### src/halving_credit_thread_scheduler_top_macros.svh
// Assertion helpers shared by the scheduler RTL.
// Each macro expects clk and rst_n to be visible where it is used.
`ifndef HALVING_CREDIT_THREAD_SCHEDULER_TOP_MACROS_SVH
`define HALVING_CREDIT_THREAD_SCHEDULER_TOP_MACROS_SVH

`ifndef SYNTHESIS

// Same-cycle implication.
`define HCTS_ASSERT_NOW(lbl, ante, cons, msg) \
    lbl: assert property (@(posedge clk) disable iff (!rst_n) (ante) |-> (cons)) \
        else $error(msg);

// Next-cycle implication.
`define HCTS_ASSERT_NEXT(lbl, ante, cons, msg) \
    lbl: assert property (@(posedge clk) disable iff (!rst_n) (ante) |=> (cons)) \
        else $error(msg);

`else

`define HCTS_ASSERT_NOW(lbl, ante, cons, msg)
`define HCTS_ASSERT_NEXT(lbl, ante, cons, msg)

`endif

`endif

### src/hcts_pkg.sv
`timescale 1ns / 1ps

package hcts_pkg;

    localparam int THREADS_DEFAULT   = 4;
    localparam int PRIO_BITS_DEFAULT = 8;

    // Configuration port
    localparam int CFG_IDX_W  = 3;
    localparam int CFG_DATA_W = 8;
    localparam int ACT_W      = 3;
    localparam int PRIO_REGS  = 4;

    localparam logic [CFG_IDX_W-1:0] REG_ACTIVE = 3'd0;
    localparam logic [CFG_IDX_W-1:0] REG_PRIO0  = 3'd1;

    localparam logic [ACT_W-1:0] ACTIVE_RESET = 3'd1;
    localparam int               PRIO_RESET   = 5;

    // Item payload
    localparam int TID_IN_W = 2;
    localparam logic OP_SELECT = 1'b0;
    localparam logic OP_STEP   = 1'b1;

    // Per-transaction control seen by every cell
    typedef struct packed {
        logic sel_go;
        logic step_go;
        logic reload;
    } cell_ctl_t;

endpackage

### src/hcts_if.sv
`timescale 1ns / 1ps

interface hcts_item_if;
    logic                          valid;
    logic                          ready;
    logic                          op;
    logic [hcts_pkg::TID_IN_W-1:0] thread_id;

    modport source (output valid, output op, output thread_id, input ready);
    modport sink   (input valid, input op, input thread_id, output ready);
endinterface

interface hcts_result_if;
    logic                          valid;
    logic                          ready;
    logic [hcts_pkg::TID_IN_W-1:0] chosen;
    logic                          none_ready;
    logic                          slice_over;

    modport source (output valid, output chosen, output none_ready, output slice_over,
                    input ready);
    modport sink   (input valid, input chosen, input none_ready, input slice_over,
                    output ready);
endinterface

interface hcts_cfg_if;
    logic                            valid;
    logic                            ready;
    logic [hcts_pkg::CFG_IDX_W-1:0]  index;
    logic [hcts_pkg::CFG_DATA_W-1:0] data;

    modport source (output valid, output index, output data, input ready);
    modport sink   (input valid, input index, input data, output ready);
endinterface

### src/hcts_cell.sv
`timescale 1ns / 1ps

module hcts_cell #(
    parameter int CELL_ID   = 0,
    parameter int TID_W     = 2,
    parameter int PRIO_BITS = hcts_pkg::PRIO_BITS_DEFAULT
) (
    input  logic                  clk,
    input  logic                  rst_n,
    input  hcts_pkg::cell_ctl_t   ctl,
    input  logic                  active,
    input  logic                  step_hit,
    input  logic                  prio_we,
    input  logic [PRIO_BITS-1:0]  prio_wdata,
    input  logic                  found_c_in,
    input  logic [TID_W-1:0]      idx_c_in,
    input  logic                  found_p_in,
    input  logic [TID_W-1:0]      idx_p_in,
    output logic                  found_c_out,
    output logic [TID_W-1:0]      idx_c_out,
    output logic                  found_p_out,
    output logic [TID_W-1:0]      idx_p_out,
    output logic                  drained
);

    localparam logic [TID_W-1:0] MY_IDX = TID_W'(CELL_ID);

    logic [PRIO_BITS-1:0] credit_reg;
    logic [PRIO_BITS-1:0] credit_next;
    logic [PRIO_BITS-1:0] prio_reg;
    logic [PRIO_BITS-1:0] halved;
    logic                 has_credit;
    logic                 has_prio;

    assign halved     = credit_reg >> 1;
    assign has_credit = active && (credit_reg != '0);
    assign has_prio   = active && (prio_reg != '0);
    assign drained    = (halved == '0);

    // Lowest-numbered candidate wins: pass on what arrived if it is already found
    assign found_c_out = found_c_in || has_credit;
    assign idx_c_out   = found_c_in ? idx_c_in : (has_credit ? MY_IDX : idx_c_in);
    assign found_p_out = found_p_in || has_prio;
    assign idx_p_out   = found_p_in ? idx_p_in : (has_prio ? MY_IDX : idx_p_in);

    always_comb
    begin
        credit_next = credit_reg;
        if (ctl.sel_go && ctl.reload && active)
        begin
            credit_next = prio_reg;
        end
        else if (ctl.step_go && step_hit)
        begin
            credit_next = halved;
        end
    end

    always_ff @(posedge clk or negedge rst_n)
    begin
        if (!rst_n)
        begin
            credit_reg <= '0;
            prio_reg   <= PRIO_BITS'(hcts_pkg::PRIO_RESET);
        end
        else
        begin
            credit_reg <= credit_next;
            if (prio_we)
            begin
                prio_reg <= prio_wdata;
            end
        end
    end

endmodule

### src/halving_credit_thread_scheduler_top.sv
`timescale 1ns / 1ps
// Credit-based thread scheduler with halving credit.
// Channels: item (op, thread_id) in, result (chosen, none_ready, slice_over)
// out, cfg (index, data) for the register writes. All are valid/ready.
// A select item returns the lowest active thread with credit left; when no
// active thread has any, credits are reloaded from the priorities first.
// A step item halves the stepped thread's credit and flags slice_over once
// it reaches zero.
// Latency: the result is registered and appears in the cycle after the item transaction.
// Throughput: one item per cycle unless a waiting result is held; the whole
// decision is resolved by a ripple through the row of per-thread cells, one
// cell per thread, so the path grows with THREADS.
// Reset: credits clear to zero, one active thread, every priority is 5.
// Stall: the result holds in its output register; a new item is taken in
// the same cycle the waiting result is taken, otherwise item.ready drops.
// Configuration writes are always taken and should be issued while idle.
`include "halving_credit_thread_scheduler_top_macros.svh"

module halving_credit_thread_scheduler_top #(
    parameter int THREADS   = hcts_pkg::THREADS_DEFAULT,
    parameter int PRIO_BITS = hcts_pkg::PRIO_BITS_DEFAULT
) (
    input  logic           clk,
    input  logic           rst_n,
    hcts_item_if.sink      item,
    hcts_result_if.source  result,
    hcts_cfg_if.sink       cfg
);

    localparam int TID_W = (THREADS > 1) ? $clog2(THREADS) : 1;

    logic [hcts_pkg::ACT_W-1:0] active_threads_reg;

    logic                      res_valid_reg;
    logic [hcts_pkg::TID_IN_W-1:0] chosen_reg;
    logic                      none_reg;
    logic                      over_reg;

    logic                      item_acc;
    logic                      cfg_acc;
    hcts_pkg::cell_ctl_t       ctl;

    logic [THREADS:0]          found_c;
    logic [THREADS:0]          found_p;
    logic [TID_W-1:0]          idx_c [THREADS+1];
    logic [TID_W-1:0]          idx_p [THREADS+1];
    logic [THREADS-1:0]        act_vec;
    logic [THREADS-1:0]        hit_vec;
    logic [THREADS-1:0]        drained_vec;
    logic [THREADS-1:0]        prio_we_vec;

    logic [hcts_pkg::TID_IN_W-1:0] chosen_next;
    logic                      none_next;
    logic                      over_next;

    assign item_acc   = item.valid && item.ready;
    assign cfg_acc    = cfg.valid && cfg.ready;
    assign item.ready = !res_valid_reg || result.ready;
    assign cfg.ready  = 1'b1;

    assign result.valid      = res_valid_reg;
    assign result.chosen     = chosen_reg;
    assign result.none_ready = none_reg;
    assign result.slice_over = over_reg;

    assign ctl.sel_go  = item_acc && (item.op == hcts_pkg::OP_SELECT);
    assign ctl.step_go = item_acc && (item.op == hcts_pkg::OP_STEP);
    assign ctl.reload  = !found_c[THREADS];

    assign found_c[0] = 1'b0;
    assign found_p[0] = 1'b0;
    assign idx_c[0]   = '0;
    assign idx_p[0]   = '0;

    genvar gi;
    generate
        for (gi = 0; gi < THREADS; gi++)
        begin : g_cell
            assign act_vec[gi] = (32'(active_threads_reg) > gi);
            assign hit_vec[gi] = act_vec[gi] && (32'(item.thread_id) == gi);

            if (gi < hcts_pkg::PRIO_REGS)
            begin : g_we
                assign prio_we_vec[gi] = cfg_acc &&
                    (cfg.index == hcts_pkg::REG_PRIO0 + hcts_pkg::CFG_IDX_W'(gi));
            end
            else
            begin : g_no_we
                assign prio_we_vec[gi] = 1'b0;
            end

            hcts_cell #(
                .CELL_ID   (gi),
                .TID_W     (TID_W),
                .PRIO_BITS (PRIO_BITS)
            ) u_cell (
                .clk         (clk),
                .rst_n       (rst_n),
                .ctl         (ctl),
                .active      (act_vec[gi]),
                .step_hit    (hit_vec[gi]),
                .prio_we     (prio_we_vec[gi]),
                .prio_wdata  (PRIO_BITS'(cfg.data)),
                .found_c_in  (found_c[gi]),
                .idx_c_in    (idx_c[gi]),
                .found_p_in  (found_p[gi]),
                .idx_p_in    (idx_p[gi]),
                .found_c_out (found_c[gi+1]),
                .idx_c_out   (idx_c[gi+1]),
                .found_p_out (found_p[gi+1]),
                .idx_p_out   (idx_p[gi+1]),
                .drained     (drained_vec[gi])
            );
        end
    endgenerate

    always_comb
    begin
        chosen_next = '0;
        none_next   = 1'b0;
        over_next   = 1'b0;
        case (item.op)
            hcts_pkg::OP_SELECT:
            begin
                if (found_c[THREADS])
                begin
                    chosen_next = hcts_pkg::TID_IN_W'(idx_c[THREADS]);
                end
                else if (found_p[THREADS])
                begin
                    chosen_next = hcts_pkg::TID_IN_W'(idx_p[THREADS]);
                end
                else
                begin
                    none_next = 1'b1;
                end
            end
            hcts_pkg::OP_STEP:
            begin
                chosen_next = item.thread_id;
                // An inactive or absent thread counts as out of slice
                over_next   = (hit_vec == '0) || ((hit_vec & drained_vec) != '0);
            end
            default:
            begin
                chosen_next = '0;
            end
        endcase
    end

    always_ff @(posedge clk or negedge rst_n)
    begin
        if (!rst_n)
        begin
            active_threads_reg <= hcts_pkg::ACTIVE_RESET;
            res_valid_reg      <= 1'b0;
        end
        else
        begin
            if (cfg_acc && (cfg.index == hcts_pkg::REG_ACTIVE))
            begin
                active_threads_reg <= cfg.data[hcts_pkg::ACT_W-1:0];
            end
            if (item_acc)
            begin
                res_valid_reg <= 1'b1;
            end
            else if (result.ready)
            begin
                res_valid_reg <= 1'b0;
            end
        end
    end

    always_ff @(posedge clk)
    begin
        if (item_acc)
        begin
            chosen_reg <= chosen_next;
            none_reg   <= none_next;
            over_reg   <= over_next;
        end
    end

    `HCTS_ASSERT_NOW(a_hit_onehot, 1'b1, $onehot0(hit_vec), "several cells hit by one step")
    `HCTS_ASSERT_NOW(a_none_zero, res_valid_reg && none_reg, chosen_reg == '0,
        "none_ready with nonzero chosen")
    `HCTS_ASSERT_NEXT(a_found_not_none, ctl.sel_go && found_p[THREADS], !none_reg,
        "runnable thread reported as none_ready")
    `HCTS_ASSERT_NEXT(a_select_no_over, ctl.sel_go, !over_reg && res_valid_reg,
        "select result flags slice_over")

endmodule

### src/flat_wrapper.sv
// flat-port wrapper written by rule: the top's interface ports become plain ports
module halving_credit_thread_scheduler_top_flat 
#(
    parameter int THREADS   = hcts_pkg::THREADS_DEFAULT,
    parameter int PRIO_BITS = hcts_pkg::PRIO_BITS_DEFAULT
)
  (clk, rst_n, item_valid, item_op, item_thread_id, item_ready, result_valid, result_chosen, result_none_ready, result_slice_over, result_ready, cfg_valid, cfg_index, cfg_data, cfg_ready);
  hcts_item_if item_i ();
  hcts_result_if result_i ();
  hcts_cfg_if cfg_i ();
  input  logic clk;
  input  logic rst_n;
  input wire logic [$bits(item_i.valid)-1:0] item_valid;
  input wire logic [$bits(item_i.op)-1:0] item_op;
  input wire logic [$bits(item_i.thread_id)-1:0] item_thread_id;
  output wire logic [$bits(item_i.ready)-1:0] item_ready;
  output wire logic [$bits(result_i.valid)-1:0] result_valid;
  output wire logic [$bits(result_i.chosen)-1:0] result_chosen;
  output wire logic [$bits(result_i.none_ready)-1:0] result_none_ready;
  output wire logic [$bits(result_i.slice_over)-1:0] result_slice_over;
  input wire logic [$bits(result_i.ready)-1:0] result_ready;
  input wire logic [$bits(cfg_i.valid)-1:0] cfg_valid;
  input wire logic [$bits(cfg_i.index)-1:0] cfg_index;
  input wire logic [$bits(cfg_i.data)-1:0] cfg_data;
  output wire logic [$bits(cfg_i.ready)-1:0] cfg_ready;
  assign item_i.valid = item_valid;
  assign item_i.op = item_op;
  assign item_i.thread_id = item_thread_id;
  assign item_ready = item_i.ready;
  assign result_valid = result_i.valid;
  assign result_chosen = result_i.chosen;
  assign result_none_ready = result_i.none_ready;
  assign result_slice_over = result_i.slice_over;
  assign result_i.ready = result_ready;
  assign cfg_i.valid = cfg_valid;
  assign cfg_i.index = cfg_index;
  assign cfg_i.data = cfg_data;
  assign cfg_ready = cfg_i.ready;
  halving_credit_thread_scheduler_top #(.THREADS(THREADS), .PRIO_BITS(PRIO_BITS)) u_core (.clk(clk), .rst_n(rst_n), .item(item_i), .result(result_i), .cfg(cfg_i));
endmodule
### config.mk
export PLATFORM = sky130hd
export DESIGN_NAME = halving_credit_thread_scheduler_top_flat
export DESIGN_NICKNAME = d
export VERILOG_FILES = /design/src/hcts_pkg.sv /design/src/hcts_if.sv /design/src/hcts_cell.sv /design/src/halving_credit_thread_scheduler_top.sv /design/src/flat_wrapper.sv
export VERILOG_INCLUDE_DIRS = /design/src /design/src/src
export SDC_FILE = /design/constraint.sdc
export NUM_CORES = 1
export LEC_CHECK = 0
export ABC_AREA = 1
export BUFFER_PORTS_ARGS = -buffer_cell sky130_fd_sc_hd__buf_2
export CORE_MARGIN = 2
export CORE_UTILIZATION = 32
export DETAILED_ROUTE_END_ITERATION = 7
export RECOVER_POWER = 50
export SLEW_MARGIN = 25
export SYNTH_ARGS = -nofsm -noshare
export SYNTH_HDL_FRONTEND = slang
export SYNTH_SLANG_ARGS = --single-unit
export TNS_END_PERCENT = 20
### constraint.sdc
create_clock -name clk -period 3.57 [get_ports clk]
set_input_delay 0.357 -clock clk [delete_from_list [all_inputs] [get_ports clk]]
set_output_delay 0.357 -clock clk [all_outputs]
set_load 0.02 [all_outputs]
-- Word level (Yosys, flattened, before mapping)
Index checks and enable logic that the tools add are counted.
- flip-flop bits (word level): 72
- input port bits: 19
- output and inout port bits: 7
- logic and storage cells: 113
- order comparisons: 4
- equal/unequal tests: 7
- muxes and demuxes: 26
- bitwise gates (word level): 2
- reduce and logical (&&, ||, !) cells: 61
- operators with widths (kind ; count):
    2-to-1 mux 8 bit ; 8
    nonzero test 8 bit ; 8
    zero test 8 bit ; 4
    logical AND 1 bit ; 29
    2-to-1 mux 2 bit ; 10
    nonzero test 2 bit ; 5
    logical OR 1 bit ; 8
    2-to-1 mux 1 bit ; 7
    == test 3 x 2 -> 1 bit (second input constant) ; 2
    greater-than comparator 3 x 1 -> 1 bit (second input constant) ; 2
    greater-than comparator 3 x 2 -> 1 bit (second input constant) ; 2
    bitwise AND 4 bit ; 1
    == test 2 bit (second input constant) ; 2
    zero test 4 bit ; 1
    case mux 2 bit (2 select lines) ; 1
    nonzero test 4 bit ; 1
    == test 3 x 1 -> 1 bit (second input constant) ; 1
    == test 3 bit (second input constant) ; 1
    zero test 3 bit ; 1
    == test 2 x 1 -> 1 bit (second input constant) ; 1
    zero test 1 bit ; 2
    zero test 2 bit ; 1
    OR reduction 2 bit ; 1
    NOT 1 bit ; 1

-- Logic depth before layout (Yosys ltp)
- word-level depth: 11
- mapped depth: 11

-- Hierarchy
A second synthesis with hierarchy kept.
- cell total of the unflattened synthesis: 505
- area total of the unflattened synthesis: 3868.7 sq um
- by module, submodules not included (module ; times used ; cells an instance ; area an instance (sq um) ; sequential area each (sq um)):
    hcts_cell (u_core.g_cell[0].u_cell ...) ; 3 ; 108 ; 835.8 ; 402.9
    hcts_cell (u_core.g_cell[3].u_cell) ; 1 ; 108 ; 837.1 ; 402.9
    halving_credit_thread_scheduler_top ; 1 ; 73 ; 524.3 ; 221.5

-- Worst setup path before layout
OpenSTA, ideal clock, no wires.
- path type: register -> register
- from: reg u_core.res_valid_reg, in the netlist u_core.result.valid
- to: reg u_core.g_cell[2].u_cell.credit_reg[0]
- library setup time: 0.117 ns
- data arrival time: 1.715 ns
- setup slack: 1.739 ns
- stages on the path, launching flop included: 8
- buffers on the path: 1
- path through: dfrtp_1 -> nand2_1 -> nand2_1 -> nor2_2 -> clkbuf_1 -> nand4_1 -> nand2_1 -> nand2_1
- word-level cells in the longest chain between the ends: 7
- elaborated cells between the ends (all ways): 10
- those cells by class: mux (1); reduce/logical (9)
- RTL lines (what ; RTL line ; source):
    from (decl) ; halving_credit_thread_scheduler_top.sv:34 ; logic res_valid_reg;
    from (signal assigned) ; halving_credit_thread_scheduler_top.sv:156 ; res_valid_reg <= 1'b0;
    from (signal assigned) ; halving_credit_thread_scheduler_top.sv:166 ; res_valid_reg <= 1'b1;
    from (signal assigned) ; halving_credit_thread_scheduler_top.sv:170 ; res_valid_reg <= 1'b0;
    zero test 1 bit * ; halving_credit_thread_scheduler_top.sv:58 ; assign item.ready = !res_valid_reg || result.ready;
    logical OR 1 bit * ; halving_credit_thread_scheduler_top.sv:58 ;
    via item_ready ; flat_wrapper.sv:16 ; output wire logic [$bits(item_i.ready)-1:0] item_ready;
    logical AND 1 bit * ; halving_credit_thread_scheduler_top.sv:56 ; assign item_acc = item.valid && item.ready;
    logical AND 1 bit ; halving_credit_thread_scheduler_top.sv:66 ; assign ctl.sel_go = item_acc && (item.op == hcts_pkg::OP_SELECT);
    logical AND 1 bit (2 in a row) ; hcts_cell.sv:49 ; if (ctl.sel_go && ctl.reload && active)
    2-to-1 mux 8 bit / nonzero test 2 bit (equally long branches) ; n/a ;
    to (signal assigned) ; hcts_cell.sv:68 ; credit_reg <= credit_next;
    to (decl) ; hcts_cell.sv:28 ; logic [PRIO_BITS-1:0] credit_reg;
Mark *: on every way through the listed nets, which the timed path passes. The rest lies on a longest branch.
A chain may end at the register's enable or synchronous reset.

-- Final worst setup path
- from: reg u_core.active_threads_reg[2] (netlist name)
- to: reg u_core.g_cell[2].u_cell.credit_reg[1]
- word-level cells in the longest chain between the ends: 9
- elaborated cells between the ends (all ways): 18
- those cells by class: order compare (4); mux (1); reduce/logical (13)
- RTL lines (what ; RTL line ; source):
    from (decl) ; halving_credit_thread_scheduler_top.sv:32 ; logic [hcts_pkg::ACT_W-1:0] active_threads_reg;
    from (signal assigned) ; halving_credit_thread_scheduler_top.sv:155 ; active_threads_reg <= hcts_pkg::ACTIVE_RESET;
    from (signal assigned) ; halving_credit_thread_scheduler_top.sv:162 ; active_threads_reg <= cfg.data[hcts_pkg::ACT_W-1:0];
    greater-than comparator 3 x 1 -> 1 bit ; halving_credit_thread_scheduler_top.sv:79 ; assign act_vec[gi] = (32'(active_threads_reg) > gi);
    logical AND 1 bit ; hcts_cell.sv:36 ; assign has_credit = active && (credit_reg != '0);
    logical OR 1 bit (3 in a row) ; hcts_cell.sv:41 ; assign found_c_out = found_c_in || has_credit;
    zero test 1 bit ; halving_credit_thread_scheduler_top.sv:68 ; assign ctl.reload = !found_c[THREADS];
    logical AND 1 bit (2 in a row) ; hcts_cell.sv:49 ;
    2-to-1 mux 8 bit / nonzero test 2 bit (equally long branches) ; n/a ;
Several ways; a longest one is shown, not always the timed one.

==> impl_metrics.tcl <==
set metrics [dict create \
    cts_resized 0 \
    grt_pass1_vias 2919 \
    p_int_w 0.001988 \
    seq_area_mm2 0.001833 \
    crit_required_ns 3.79 \
    p_leak_nw 2.195 \
    overflow 0 \
    reg2reg_slack_ns 0.95 \
    multi_input_area_mm2 0.001645 \
    post_drt_wl_per_cell_um 13.17 \
    rsz0062_at_grt "false" \
    holdWs_ns 0.2983 \
    ant_nets 0 \
    ys.flop_type "dfrtp_1" \
    tritoncts "yes" \
    antenna_found_initial 0 \
    syn_area_per_cell_um2 7.485 \
    hold_viol 0 \
    power.share.clock_pct 33.7 \
    port_buffers 24 \
    start_util_pct 33.08 \
    vias 3305 \
    drc 4 \
    max_cap_violations 1 \
    ys_ff_latch 72 \
    worst-setup-path-type "reg2reg" \
    clock_latency_ns 0.34 \
    crit_arrival_ns 2.84 \
    ir_drop_mv 0.1940 \
    violations "design-rule violations, max-capacitance violations, max-slew violations" \
    synth_nets 528 \
    first_pass_iters 7 \
    cts.clk_slew.worst_paths_ns 0.06 \
    cts_root_buf "clkbuf_16" \
    pin_count 26 \
    tightestPinTransition_ns 2.250 \
    cts.sink_count 72 \
    worst_setup_path_start_kind "register" \
    h-tree-depth 3 \
    fin_area_mm2 0.004354 \
    synth_common_cells "nand2_1 (179), dfrtp_1 (59), inv_1 (54)" \
    yosys.area.top_type "dfrtp_1" \
    gp_congestion 0.8348 \
    track_usage_pct 14.64 \
    area_growth_pct 14.29 \
    numCtsBuffers 9 \
    fmax_mhz 382.1 \
    fill_cells 1179 \
    synthCells 509 \
    dieWidth_um 113.1 \
    power_density_mw_per_mm2 686.7 \
    core_area_mm2 0.01152 \
    fin_crit_ns 2.617 \
    grt_max_degree 43 \
    synth.distinct_cells 26 \
    fin_nets 548 \
    grt_pass1_wl_um 14850 \
    seqPwrFrac_pct 43.4 \
    syn-cell-area_mm2 0.003810 \
    clk_path_buf_depth 2 \
    layout-drive-gt1-share_pct 12.36 \
    final.period_utilization_pct 73.30 \
    seq_area_frac_synth_pct 48.11 \
    worstPathMaxFanout 23 \
    relSlewSlack_pct -50.03 \
    num_rows 39 \
    vias_per_cell 4.882 \
    synth_most_common_cell "nand2_1" \
    holdBufCountCts 0 \
    die_area_mm2 0.01280 \
    dpl_cell_area_mm2 0.004025 \
    worst_hold_path_type "in2reg" \
    hpwlAfterDp_um 6621 \
    async_flop_share_pct 94.44 \
    slew_viol_final 43 \
    status "complete, but fails checks" \
    finalWirelength_um 8915 \
    netlist_top_cells_area "dfrtp_1 (39%), nand2_1 (18%), nand4_1 (6.2%)" \
    setup_viol 0 \
    drtIter0Drc 298 \
    yosys_warnings 0 \
    switchingPower_w 0.001002 \
    die_h_um 113.1 \
    combPwrFrac_pct 22.9 \
    synth_edf_count 4 \
    synth_top_cell_area_share_pct 38.75 \
    p_sw_share_pct 33.52 \
    skew_ns 0.006955 \
    fin_tns_setup_ns 0 \
    cts_setup_buffers 0 \
    end_kind "register" \
    antenna_cells 0 \
]
==> power groups by stage <==
| stage | clock, W | sequential [W] | combinational [W] |
|---|---|---|---|
| floorplan | 0 | 0.00125 | 0.000550 |
| global placement | 0 | 0.00130 | 0.000672 |
| detailed placement | 0 | 0.00130 | 0.000691 |
| finish | 0.00101 | 0.00130 | 0.000685 |
| global route | 0.00107 | 0.00134 | 0.000794 |
| CTS | 0.00103 | 0.00129 | 0.000689 |
==> cells in the final DEF, fill, tap and decap left out, types with 9 or more instances in the layout <==
| cell | instances |
|---|---|
| nand2_1 | 179 |
| dfrtp_1 | 59 |
| inv_1 | 54 |
| nand3_1 | 42 |
| nor2_1 | 38 |
| nand4_1 | 38 |
| o21ai_0 | 38 |
| buf_2 | 22 |
| clkbuf_16 | 9 |
| dfstp_2 | 9 |
==> routing by layer <==
metal	up-vias	routed length, um	GRT usage, %
met5	-	0	0
met4	0	112	4.878
met3	8	524	2.732
met2	104	3681	19.92
met1	1505	4596	23.09
li1	1688	-	-
==> critical path: stages (launching register included) <==
cell     delay, ns
dfrtp_1       0.58
nor2_4        0.21
nand2_1       0.28
o21ai_2       0.17
nand2_1       0.11
nor2_4        0.46
buf_4         0.31
nand3_4       0.18
nand3_1       0.12
nand2_1       0.07
==> worst paths after layout <==
kind / startpoint / end / depth (start not counted)
worst min register to register: u_core.g_cell[0].u_cell.prio_reg[6]$_DFFE_PN0P_ / u_core.g_cell[0].u_cell.prio_reg[6]$_DFFE_PN0P_ / 2
min in group asynchronous: rst_n / u_core.g_cell[1].u_cell.prio_reg[4]$_DFFE_PN0P_ / 1
max in group asynchronous: rst_n / u_core.g_cell[1].u_cell.credit_reg[0]$_DFFE_PN0P_ / 2
worst min-delay path: result_ready / u_core.result.valid$_DFFE_PN0P_ / 4
worst max-delay path: u_core.active_threads_reg[2]$_DFFE_PN0P_ / u_core.g_cell[2].u_cell.credit_reg[1]$_DFFE_PN0P_ / 9
worst max register to register: u_core.active_threads_reg[2]$_DFFE_PN0P_ / u_core.g_cell[2].u_cell.credit_reg[1]$_DFFE_PN0P_ / 9
==> metrics by stage <==
stage	total power [W]	std cells	worst slack, ns	utilization, %
3_5_place_dp	0.001991	661	1.005	34.95
6_report	0.002990	677	0.9532	37.81
5_1_grt	0.003200	677	0.7469	37.81
3_3_place_gp	0.001969	661	1.154	34.95
4_1_cts	0.003009	677	0.9849	37.90
2_1_floorplan	0.001803	509	1.739	-
==> cell type report <==
type | instances | share of cell area (%)
inverters | 58 | 5.000
repair buffers | 28 | 3.218
clock buffers | 11 | 5.805
multi-input cells | 360 | 37.79
clock inverters | 5 | 1.983
well taps | 143 | 4.109
flip-flops and latches | 72 | 42.10
==> cells by family (layout without fill, tap and decap cells) <==
group | count (synthesis) | after routing | synth area share (%)
other cells | 1 | 1 | 0.09843
simple gates | 314 | 314 | 36.85
flops | 72 | 72 | 48.11
compound gates | 45 | 45 | 6.240
buf+inv | 77 | 102 | 8.703
No activity file was read; power rests on OpenSTA's default activity.
